[config.mk]
export PLATFORM = sky130hd
export DESIGN_NAME = mips_control_flow_decode
export DESIGN_NICKNAME = d
export VERILOG_FILES = /design/src/sv/mcfd_pkg.sv /design/src/sv/mcfd_decode.sv /design/src/sv/mcfd_target.sv /design/src/sv/mips_control_flow_decode.sv
export VERILOG_INCLUDE_DIRS = /design/src /design/src/sv
export SDC_FILE = /design/constraint.sdc
export NUM_CORES = 1
export LEC_CHECK = 0
export ABC_AREA = 1
export BUFFER_PORTS_ARGS = -buffer_cell sky130_fd_sc_hd__buf_2
export CAP_MARGIN = 30
export CORE_MARGIN = 4
export CORE_UTILIZATION = 35
export CTS_CLUSTER_DIAMETER = 40
export DETAILED_ROUTE_END_ITERATION = 10
export GPL_ROUTABILITY_DRIVEN = 0
export MAX_ROUTING_LAYER = met4
export SLEW_MARGIN = 20
export SYNTH_ARGS = -nofsm -noshare
export SYNTH_HDL_FRONTEND = slang
export SYNTH_SLANG_ARGS = --single-unit
export TNS_END_PERCENT = 50
[constraint.sdc]
create_clock -name clk -period 2.9 [get_ports clk]
set_clock_uncertainty 0.1 [all_clocks]
set_input_delay 0.145 -clock clk [delete_from_list [all_inputs] [get_ports clk]]
set_output_delay 0.145 -clock clk [all_outputs]
set_load 0.05 [all_outputs]
[src/sv/mips_control_flow_decode_defines.svh]
// Assertion macros for the decoder's top-level RTL file.
// Each macro expects clk and rst_n in scope.
`ifndef MIPS_CONTROL_FLOW_DECODE_DEFINES_SVH
`define MIPS_CONTROL_FLOW_DECODE_DEFINES_SVH

// Same-cycle implication, checked outside reset.
`define MCFD_ASSERT_IMPL(label, ante, cons) \
    label: assert property (@(posedge clk) disable iff (!rst_n) (ante) |-> (cons)) \
        else $error("mcfd: implication check failed");

// Next-cycle implication, checked outside reset.
`define MCFD_ASSERT_NEXT(label, ante, cons) \
    label: assert property (@(posedge clk) disable iff (!rst_n) (ante) |=> (cons)) \
        else $error("mcfd: next-cycle check failed");

`endif

[src/sv/mcfd_pkg.sv]
`default_nettype none

package mcfd_pkg;

    // Input beat: one instruction and its address
    typedef struct packed {
        logic [31:0] instruction_word;
        logic [31:0] instruction_address;
    } mcfd_in_t;

    // Result beat
    typedef struct packed {
        logic        is_branch;
        logic        is_conditional;
        logic        is_indirect;
        logic        is_call;
        logic        writes_register;
        logic [4:0]  dest_register;
        logic [31:0] target_address;
        logic        invalid_encoding;
    } mcfd_out_t;

    // Control-transfer class handed from the decoder to the target unit
    typedef struct packed {
        logic br;
        logic cond;
        logic ind;
        logic call;
        logic jump;    // J or JAL: region-relative target
    } mcfd_ctl_t;

    localparam int unsigned INSN_BYTES = 4;

    // Coprocessor fields
    localparam logic [4:0] COP_BRANCH_RS = 5'd8;
    localparam logic [1:0] COP_SEL_MASK  = 2'b11;
    localparam logic [1:0] COP_SEL_CP0   = 2'd0;
    localparam logic [4:0] COP_RS_MF     = 5'd0;
    localparam logic [4:0] COP_RS_DMF    = 5'd1;
    localparam logic [4:0] COP_RS_CF     = 5'd2;

    // Major opcodes
    localparam logic [5:0] OP_SPECIAL = 6'd0;
    localparam logic [5:0] OP_REGIMM  = 6'd1;
    localparam logic [5:0] OP_J       = 6'd2;
    localparam logic [5:0] OP_JAL     = 6'd3;
    localparam logic [5:0] OP_BEQ     = 6'd4;
    localparam logic [5:0] OP_BNE     = 6'd5;
    localparam logic [5:0] OP_BLEZ    = 6'd6;
    localparam logic [5:0] OP_BGTZ    = 6'd7;
    localparam logic [5:0] OP_ADDI    = 6'd8;
    localparam logic [5:0] OP_ADDIU   = 6'd9;
    localparam logic [5:0] OP_SLTI    = 6'd10;
    localparam logic [5:0] OP_SLTIU   = 6'd11;
    localparam logic [5:0] OP_ANDI    = 6'd12;
    localparam logic [5:0] OP_ORI     = 6'd13;
    localparam logic [5:0] OP_XORI    = 6'd14;
    localparam logic [5:0] OP_LUI     = 6'd15;
    localparam logic [5:0] OP_COP0    = 6'd16;
    localparam logic [5:0] OP_COP1    = 6'd17;
    localparam logic [5:0] OP_COP2    = 6'd18;
    localparam logic [5:0] OP_COP1X   = 6'd19;
    localparam logic [5:0] OP_BEQL    = 6'd20;
    localparam logic [5:0] OP_BNEL    = 6'd21;
    localparam logic [5:0] OP_BLEZL   = 6'd22;
    localparam logic [5:0] OP_BGTZL   = 6'd23;
    localparam logic [5:0] OP_DADDI   = 6'd24;
    localparam logic [5:0] OP_DADDIU  = 6'd25;
    localparam logic [5:0] OP_LDL     = 6'd26;
    localparam logic [5:0] OP_LDR     = 6'd27;
    localparam logic [5:0] OP_LB      = 6'd32;
    localparam logic [5:0] OP_LH      = 6'd33;
    localparam logic [5:0] OP_LWL     = 6'd34;
    localparam logic [5:0] OP_LW      = 6'd35;
    localparam logic [5:0] OP_LBU     = 6'd36;
    localparam logic [5:0] OP_LHU     = 6'd37;
    localparam logic [5:0] OP_LWR     = 6'd38;
    localparam logic [5:0] OP_LWU     = 6'd39;
    localparam logic [5:0] OP_LL      = 6'd48;
    localparam logic [5:0] OP_LLD     = 6'd52;
    localparam logic [5:0] OP_LD      = 6'd55;

    // REGIMM rt codes
    localparam logic [4:0] RT_BLTZ    = 5'd0;
    localparam logic [4:0] RT_BGEZ    = 5'd1;
    localparam logic [4:0] RT_BLTZL   = 5'd2;
    localparam logic [4:0] RT_BGEZL   = 5'd3;
    localparam logic [4:0] RT_BLTZAL  = 5'd16;
    localparam logic [4:0] RT_BGEZAL  = 5'd17;
    localparam logic [4:0] RT_BLTZALL = 5'd18;
    localparam logic [4:0] RT_BGEZALL = 5'd19;

    // SPECIAL function codes
    localparam logic [5:0] FN_SLL    = 6'd0;
    localparam logic [5:0] FN_SRL    = 6'd2;
    localparam logic [5:0] FN_SRA    = 6'd3;
    localparam logic [5:0] FN_SLLV   = 6'd4;
    localparam logic [5:0] FN_SRLV   = 6'd6;
    localparam logic [5:0] FN_SRAV   = 6'd7;
    localparam logic [5:0] FN_JR     = 6'd8;
    localparam logic [5:0] FN_JALR   = 6'd9;
    localparam logic [5:0] FN_MFHI   = 6'd16;
    localparam logic [5:0] FN_MFLO   = 6'd18;
    localparam logic [5:0] FN_DSLLV  = 6'd20;
    localparam logic [5:0] FN_DSRLV  = 6'd22;
    localparam logic [5:0] FN_DSRAV  = 6'd23;
    localparam logic [5:0] FN_ADD    = 6'd32;
    localparam logic [5:0] FN_ADDU   = 6'd33;
    localparam logic [5:0] FN_SUB    = 6'd34;
    localparam logic [5:0] FN_SUBU   = 6'd35;
    localparam logic [5:0] FN_AND    = 6'd36;
    localparam logic [5:0] FN_OR     = 6'd37;
    localparam logic [5:0] FN_XOR    = 6'd38;
    localparam logic [5:0] FN_NOR    = 6'd39;
    localparam logic [5:0] FN_SLT    = 6'd42;
    localparam logic [5:0] FN_SLTU   = 6'd43;
    localparam logic [5:0] FN_DADD   = 6'd44;
    localparam logic [5:0] FN_DADDU  = 6'd45;
    localparam logic [5:0] FN_DSUB   = 6'd46;
    localparam logic [5:0] FN_DSUBU  = 6'd47;
    localparam logic [5:0] FN_DSLL   = 6'd56;
    localparam logic [5:0] FN_DSRL   = 6'd58;
    localparam logic [5:0] FN_DSRA   = 6'd59;
    localparam logic [5:0] FN_DSLL32 = 6'd60;
    localparam logic [5:0] FN_DSRL32 = 6'd62;
    localparam logic [5:0] FN_DSRA32 = 6'd63;

endpackage

`default_nettype wire

[src/sv/mcfd_decode.sv]
`default_nettype none

module mcfd_decode (
    input  wire logic [31:0]       instruction_word,
    output mcfd_pkg::mcfd_ctl_t    ctl,
    output logic                   writes_register,
    output logic [4:0]             dest_register,
    output logic                   invalid_encoding
);
    import mcfd_pkg::*;

    logic [5:0] op;
    logic [4:0] rs;
    logic [4:0] rt;
    logic [4:0] rd;
    logic [4:0] sa;
    logic [5:0] fn;
    logic [1:0] cop;

    assign op  = instruction_word[31:26];
    assign rs  = instruction_word[25:21];
    assign rt  = instruction_word[20:16];
    assign rd  = instruction_word[15:11];
    assign sa  = instruction_word[10:6];
    assign fn  = instruction_word[5:0];
    assign cop = op[1:0] & COP_SEL_MASK;

    // Control-transfer classification
    always_comb
    begin
        ctl              = '0;
        invalid_encoding = 1'b0;
        case (op)
            OP_COP0, OP_COP1, OP_COP2, OP_COP1X:
            begin
                if (rs == COP_BRANCH_RS)
                begin
                    ctl.br   = 1'b1;
                    ctl.cond = 1'b1;
                end
            end
            OP_BEQ, OP_BNE, OP_BEQL, OP_BNEL:
            begin
                // equal operands make the outcome fixed
                ctl.br   = 1'b1;
                ctl.cond = (rs != rt);
            end
            OP_BLEZ, OP_BGTZ, OP_BLEZL, OP_BGTZL:
            begin
                ctl.br   = 1'b1;
                ctl.cond = 1'b1;
            end
            OP_J:
            begin
                ctl.br   = 1'b1;
                ctl.jump = 1'b1;
            end
            OP_JAL:
            begin
                ctl.br   = 1'b1;
                ctl.call = 1'b1;
                ctl.jump = 1'b1;
            end
            OP_REGIMM:
            begin
                case (rt)
                    RT_BLTZ, RT_BGEZ, RT_BLTZL, RT_BGEZL:
                    begin
                        ctl.br   = 1'b1;
                        ctl.cond = 1'b1;
                    end
                    RT_BLTZAL, RT_BGEZAL, RT_BLTZALL, RT_BGEZALL:
                    begin
                        ctl.br   = 1'b1;
                        ctl.cond = 1'b1;
                        ctl.call = 1'b1;
                    end
                    default:
                    begin
                    end
                endcase
            end
            OP_SPECIAL:
            begin
                if (fn == FN_JALR)
                begin
                    if (rt == '0 && sa == '0)
                    begin
                        ctl.br   = 1'b1;
                        ctl.ind  = 1'b1;
                        ctl.call = 1'b1;
                    end
                    else
                        invalid_encoding = 1'b1;
                end
                else if (fn == FN_JR)
                begin
                    if (rt == '0 && rd == '0 && sa == '0)
                    begin
                        ctl.br  = 1'b1;
                        ctl.ind = 1'b1;
                    end
                    else
                        invalid_encoding = 1'b1;
                end
            end
            default:
            begin
            end
        endcase
    end

    // General register write decode; r0 writes still count
    always_comb
    begin
        writes_register = 1'b0;
        dest_register   = '0;
        if (op inside {OP_ADDI, OP_ADDIU, OP_SLTI, OP_SLTIU, OP_ANDI, OP_ORI, OP_XORI,
                       OP_LUI, OP_DADDI, OP_DADDIU, OP_LDL, OP_LDR, OP_LB, OP_LH,
                       OP_LWL, OP_LW, OP_LBU, OP_LHU, OP_LWR, OP_LWU, OP_LL, OP_LLD,
                       OP_LD})
        begin
            writes_register = 1'b1;
            dest_register   = rt;
        end
        else if (op inside {OP_COP0, OP_COP1, OP_COP2})
        begin
            // moves from coprocessor registers
            if (sa == '0 && fn == '0 &&
                ((cop == COP_SEL_CP0 && rs == COP_RS_DMF) ||
                 (cop != COP_SEL_CP0 && rs == COP_RS_CF) ||
                 rs == COP_RS_MF))
            begin
                writes_register = 1'b1;
                dest_register   = rt;
            end
        end
        else if (op == OP_SPECIAL)
        begin
            if (fn inside {FN_SLLV, FN_SRLV, FN_SRAV, FN_DSLLV, FN_DSRLV, FN_DSRAV,
                           FN_ADD, FN_ADDU, FN_SUB, FN_SUBU, FN_AND, FN_OR, FN_XOR,
                           FN_NOR, FN_SLT, FN_SLTU, FN_DADD, FN_DADDU, FN_DSUB,
                           FN_DSUBU})
                writes_register = (sa == '0);
            else if (fn inside {FN_SLL, FN_SRL, FN_SRA, FN_DSLL, FN_DSRL, FN_DSRA,
                                FN_DSLL32, FN_DSRL32, FN_DSRA32})
                writes_register = (rs == '0);
            else if (fn inside {FN_MFHI, FN_MFLO})
                writes_register = (rs == '0 && rt == '0 && sa == '0);
            else if (fn == FN_JALR)
                writes_register = (rt == '0 && sa == '0);
            if (writes_register)
                dest_register = rd;
        end
    end

endmodule

`default_nettype wire

[src/sv/mcfd_target.sv]
`default_nettype none

module mcfd_target #(
    parameter int unsigned ADDRESS_WIDTH = 32
) (
    input  wire logic [31:0]       instruction_word,
    input  wire logic [31:0]       instruction_address,
    input  wire mcfd_pkg::mcfd_ctl_t ctl,
    output logic [31:0]            target_address
);
    import mcfd_pkg::*;

    localparam int unsigned AW = ADDRESS_WIDTH;

    logic [AW-1:0] slot;
    logic [AW-1:0] region_target;
    logic [AW-1:0] rel_target;
    logic [AW-1:0] offset;

    // Delay-slot address at full address width
    assign slot = AW'(instruction_address) + AW'(INSN_BYTES);

    // J/JAL: keep region bits of the slot, splice in imm26 << 2
    assign region_target = {slot[AW-1:28], instruction_word[25:0], 2'b00};

    // Branches: slot plus sign-extended word offset
    assign offset     = AW'({{(AW-18){instruction_word[15]}}, instruction_word[15:0], 2'b00});
    assign rel_target = slot + offset;

    always_comb
    begin
        if (!ctl.br || ctl.ind)
            target_address = '0;
        else if (ctl.jump)
            target_address = region_target[31:0];
        else
            target_address = rel_target[31:0];
    end

endmodule

`default_nettype wire

[src/sv/mips_control_flow_decode.sv]
// MIPS IV control-flow decoder. Each beat carries one instruction word and its
// byte address; the result beat reports branch/jump/call class, register write
// and direct target. The block is a two-register pipeline (input register,
// decode logic, result register): a beat taken into the input register is
// decoded and loaded into the result register once that register is free or
// draining, and one beat is accepted every cycle as long as the result side
// keeps taking beats. in_ready drops only when both registers hold beats and
// out_ready is low. ADDRESS_WIDTH sets the width of the target adders; the
// reported target is the low 32 bits.
`default_nettype none

`include "mips_control_flow_decode_defines.svh"

module mips_control_flow_decode #(
    parameter int unsigned ADDRESS_WIDTH = 32
) (
    input  wire logic              clk,
    input  wire logic              rst_n,
    input  wire logic              in_valid,
    output logic                   in_ready,
    input  wire mcfd_pkg::mcfd_in_t  in_data,
    output logic                   out_valid,
    input  wire logic              out_ready,
    output mcfd_pkg::mcfd_out_t    out_data
);
    import mcfd_pkg::*;

    logic      s1_valid_reg;
    logic      s1_valid_next;
    mcfd_in_t  s1_data_reg;
    logic      out_valid_reg;
    logic      out_valid_next;
    mcfd_out_t out_data_reg;
    mcfd_out_t out_data_next;
    logic      in_fire;
    logic      s1_adv;

    mcfd_ctl_t   ctl;
    logic        dec_wr;
    logic [4:0]  dec_rd;
    logic        dec_bad;
    logic [31:0] dec_target;

    // Handshake: stage 1 moves on when the result register is free or draining
    assign s1_adv   = s1_valid_reg && (!out_valid_reg || out_ready);
    assign in_ready = !s1_valid_reg || s1_adv;
    assign in_fire  = in_valid && in_ready;

    assign s1_valid_next  = in_fire ? 1'b1 : (s1_adv ? 1'b0 : s1_valid_reg);
    assign out_valid_next = s1_adv ? 1'b1 : (out_ready ? 1'b0 : out_valid_reg);

    // Control state
    always_ff @(posedge clk or negedge rst_n)
    begin
        if (!rst_n)
        begin
            s1_valid_reg  <= 1'b0;
            out_valid_reg <= 1'b0;
        end
        else
        begin
            s1_valid_reg  <= s1_valid_next;
            out_valid_reg <= out_valid_next;
        end
    end

    // Payload registers
    always_ff @(posedge clk)
    begin
        if (in_fire)
            s1_data_reg <= in_data;
        if (s1_adv)
            out_data_reg <= out_data_next;
    end

    mcfd_decode u_decode (
        .instruction_word (s1_data_reg.instruction_word),
        .ctl              (ctl),
        .writes_register  (dec_wr),
        .dest_register    (dec_rd),
        .invalid_encoding (dec_bad)
    );

    mcfd_target #(
        .ADDRESS_WIDTH (ADDRESS_WIDTH)
    ) u_target (
        .instruction_word    (s1_data_reg.instruction_word),
        .instruction_address (s1_data_reg.instruction_address),
        .ctl                 (ctl),
        .target_address      (dec_target)
    );

    // Assemble the result beat
    always_comb
    begin
        out_data_next.is_branch        = ctl.br;
        out_data_next.is_conditional   = ctl.cond;
        out_data_next.is_indirect      = ctl.ind;
        out_data_next.is_call          = ctl.call;
        out_data_next.writes_register  = dec_wr;
        out_data_next.dest_register    = dec_rd;
        out_data_next.target_address   = dec_target;
        out_data_next.invalid_encoding = dec_bad;
    end

    assign out_valid = out_valid_reg;
    assign out_data  = out_data_reg;

    // Checks
    `MCFD_ASSERT_NEXT(a_stage_moves, s1_adv, out_valid)
    `MCFD_ASSERT_IMPL(a_flags_need_branch,
        out_valid && (out_data.is_conditional || out_data.is_indirect || out_data.is_call),
        out_data.is_branch)
    `MCFD_ASSERT_IMPL(a_bad_no_effect, out_valid && out_data.invalid_encoding,
        !out_data.is_branch && !out_data.writes_register)
    `MCFD_ASSERT_IMPL(a_no_write_no_dest, out_valid && !out_data.writes_register,
        out_data.dest_register == '0)
    `MCFD_ASSERT_IMPL(a_no_target, out_valid && (!out_data.is_branch || out_data.is_indirect),
        out_data.target_address == '0)

endmodule

`default_nettype wire
==> reports/qor.yml <==
yosysMostFrequentCell: "nand2_1"
pwr-share-comb_pct: 34.2
timing.final.crit_period_ns: 3.08
yosys_warnings: 0
maxSlewHeadroom_pct: 35.5
regArea_mm2: 0.00326
vias_per_cell: 4.72
nets: 1253
routed_wl_mm: 20.8
clk_pin_slew_ns: 0.08
violations: "setup timing"
synth_cell_types: 43
die-width_um: 150
grt_usage_pct: 19.4
power_frac_clock_pct: 25.1
pwr-share-seq_pct: 40.7
grt_pass1_vias: 6760
clock_latency_ns: 0.37
dp_cells: 1314
rows: 51
cts-root-buf: "clkbuf_16"
drc: 0
rsz0062_at_grt: "true"
core_area_mm2: 0.0196
swShare_pct: 35.2
grt_max_degree: 65
cpMaxStageDelayCell: "edfxtp_1"
hold_viol: 0
numCtsBuffers: 9
synth_top_area_share_pct: 45.8
io_pins: 113
dp_hpwl_mm: 15.4
ant_nets: 0
vias: 6704
clock_path_buffers: 2
synth_seq_cells: 109
first_iter_violations: 309
fin_ws_ns: -0.181
setup_tns_ns: -1.88
largest_reg_flops: 64
final_max_slew_viol_count: 0
overflow: 0
synth.avg_cell_area_um2: 8.44
synth_flop_cell: "edfxtp_1"
path_buf_inv: 5
worst_path_largest_cell_delay_ns: 0.40
cts.sinks: 109
ys_seq_area_share_pct: 46.5
place_ws_ns: -0.322
end_kind: "flop"
final_area_mm2: 0.0104
dieArea_mm2: 0.0224
worst_ep_required_time_ns: 2.93
start_util_pct: 35.8
intPower_mw: 3.20
fillers: 1825
cts_tree: "done"
setup_viol: 15
drtPass1Iterations: 5
power.density_cell_area_mw_per_mm2: 475
worst-setup-path-type: "reg -> reg"
cp_top_family: "simple AND/OR/NAND/NOR gates"
synthToLayoutAreaGrowth_pct: 48.2
grt_first_pass_wirelength_mm: 33.3
peakVddDrop_mv: 0.298
antenna_cells: 0
hold_class: "in -> reg"
max-cap-violations: 0
cp-start-kind: "flop"
final_cells: 1419
max_freq_mhz: 325
fin_crit_sh_pct: 106
synth_edf_count: 107
cp_data_arrival_time_ns: 3.11
synth_top_area_cell: "edfxtp_1"
synth_nets: 935
p_leak_nw: 4.74
antenna_found_initial: 0
max_slew.worst_pin.slew_ns: 0.967
crit_chain: "inv_2, nor2_4, nand2_2, nor3b_4, nand2_2, buf_4, xor2_1, ha_1, nand2_2, buf_4, nor2_1, nand2_1, inv_1, nand2_1, nand3_1, nand3_1, nand2_1, inv_1"
htreeDepth: 3
drive_above_1_share_pct: 32.7
postPlaceCellArea_mm2: 0.00875
multiInputGateArea_mm2: 0.00379
dieHeight_um: 150
postSynthCellCount: 831
outcome: "finished, violations left"
ys_top_cells_by_area: "edfxtp_1 (46%), nand2_1 (11%), ha_1 (6.2%)"
async_reset_ff_share_pct: 1.83
power.switching_mw: 1.74
yosys-top-cells-count: "nand2_1 (208), inv_1 (111), edfxtp_1 (107), nor2_1 (88), nand3_1 (64)"
routedWlPerCell_um: 14.7
cp_max_fo: 4
io_buffers: 112
synth_area_mm2: 0.00701
final cells by class:
class	instances	area share, %
multi-input combinational	601	36.5
sequential	109	31.4
timing repair buffer	315	21.9
inverter	113	4.12
tap	265	3.19
clock buffer	9	2.17
clock inverter	7	0.699
per-layer routing:
metal | vias to the layer above | track usage [%] | share of wire, %
met4 | 0 | 5.35 | 1.9
met5 | - | - | 0
li1 | 3421 | - | -
met2 | 186 | 32.2 | 47
met1 | 3066 | 24.8 | 46
met3 | 31 | 3.09 | 5.1
cell usage in the layout, fill, tap and decap left out, types with 3 or more instances in the layout:
master,n
dlygate4sd3_1,69
inv_2,4
xor2_1,24
ha_2,3
o21bai_1,7
o21ai_0,17
a21oi_2,15
a211oi_1,9
nand2_2,21
a21o_1,5
nor2_1,72
nand2_1,187
xor2_2,6
edfxtp_1,107
nand3b_1,3
nor2_4,10
nand4_1,18
nor3_2,4
nor2_2,12
inv_1,108
ha_1,24
buf_2,112
buf_4,132
clkinv_4,3
a21oi_1,34
ha_4,8
xnor2_1,10
a21oi_4,3
o22ai_1,3
nand2_4,5
clkbuf_16,9
nand3_2,9
nand3_1,56
o21ai_1,5
nor3_1,9
final timing paths:
check / slack [ns] / endpoint / from / cells after the start
worst max-delay path: -0.18 / out_data[21] / s1_data_reg[2] / 18
worst min-delay path: 0.37 / s1_data_reg[8] / in_data[8] / 2
worst max register to register: -0.18 / out_data[21] / s1_data_reg[2] / 18
worst min register to register: 0.46 / out_valid / s1_valid_reg / 2
max in group asynchronous: 2.05 / s1_valid_reg / rst_n / 3
min in group asynchronous: 0.52 / out_valid / rst_n / 3
per-stage QoR:
stage                     total power [mW]  hold WS, ns  util [%]
after floorplan                       2.91       -0.251         -
after global placement                3.45       -0.169      44.7
after detailed placement              3.46       -0.164      44.7
after CTS                             4.87        0.360      51.4
after global routing                  5.19        0.377      53.0
final                                 4.93        0.374      53.0
cell families (layout without fill, tap and decap cells):
logic type / Yosys count / in the layout / synth area share [%]
muxes: 1 / 1 / 0.143
AOI/OAI and AO/OA: 105 / 105 / 8.71
adders and majority gates: 36 / 36 / 6.53
xor gates and xnor gates: 40 / 40 / 5.00
buffers and inverters: 121 / 444 / 6.62
DFF: 109 / 109 / 46.5
and+or+nand+nor: 419 / 419 / 26.5
power groups by stage:
stage	clock network (mW)	registers (mW)	logic, mW
after floorplan	0	2.26	0.646
after global placement	0	2.04	1.41
after detailed placement	0	2.04	1.43
after CTS	1.27	2.00	1.59
after global routing	1.33	2.02	1.84
final	1.24	2.01	1.69
repair_timing:
action,CTS,global route
pin swaps,31,19
endpoints found under the setup margin,20,23
cloned,0,0
buffers inserted,10,10
endpoints found under the hold margin,68,0
resized for setup,62,55
hold buffers,69,0
worst register-to-register path: cells and delay by family (launching register included):
family | cells | cell delay (ns)
XOR/XNOR | 1 | 0.15
AND/OR/NAND/NOR | 11 | 1.30
flip-flops | 1 | 0.40
buffers and inverters | 5 | 0.49
adder cells (fa/ha/maj) | 1 | 0.40
No activity file was read; power rests on OpenSTA's default activity.
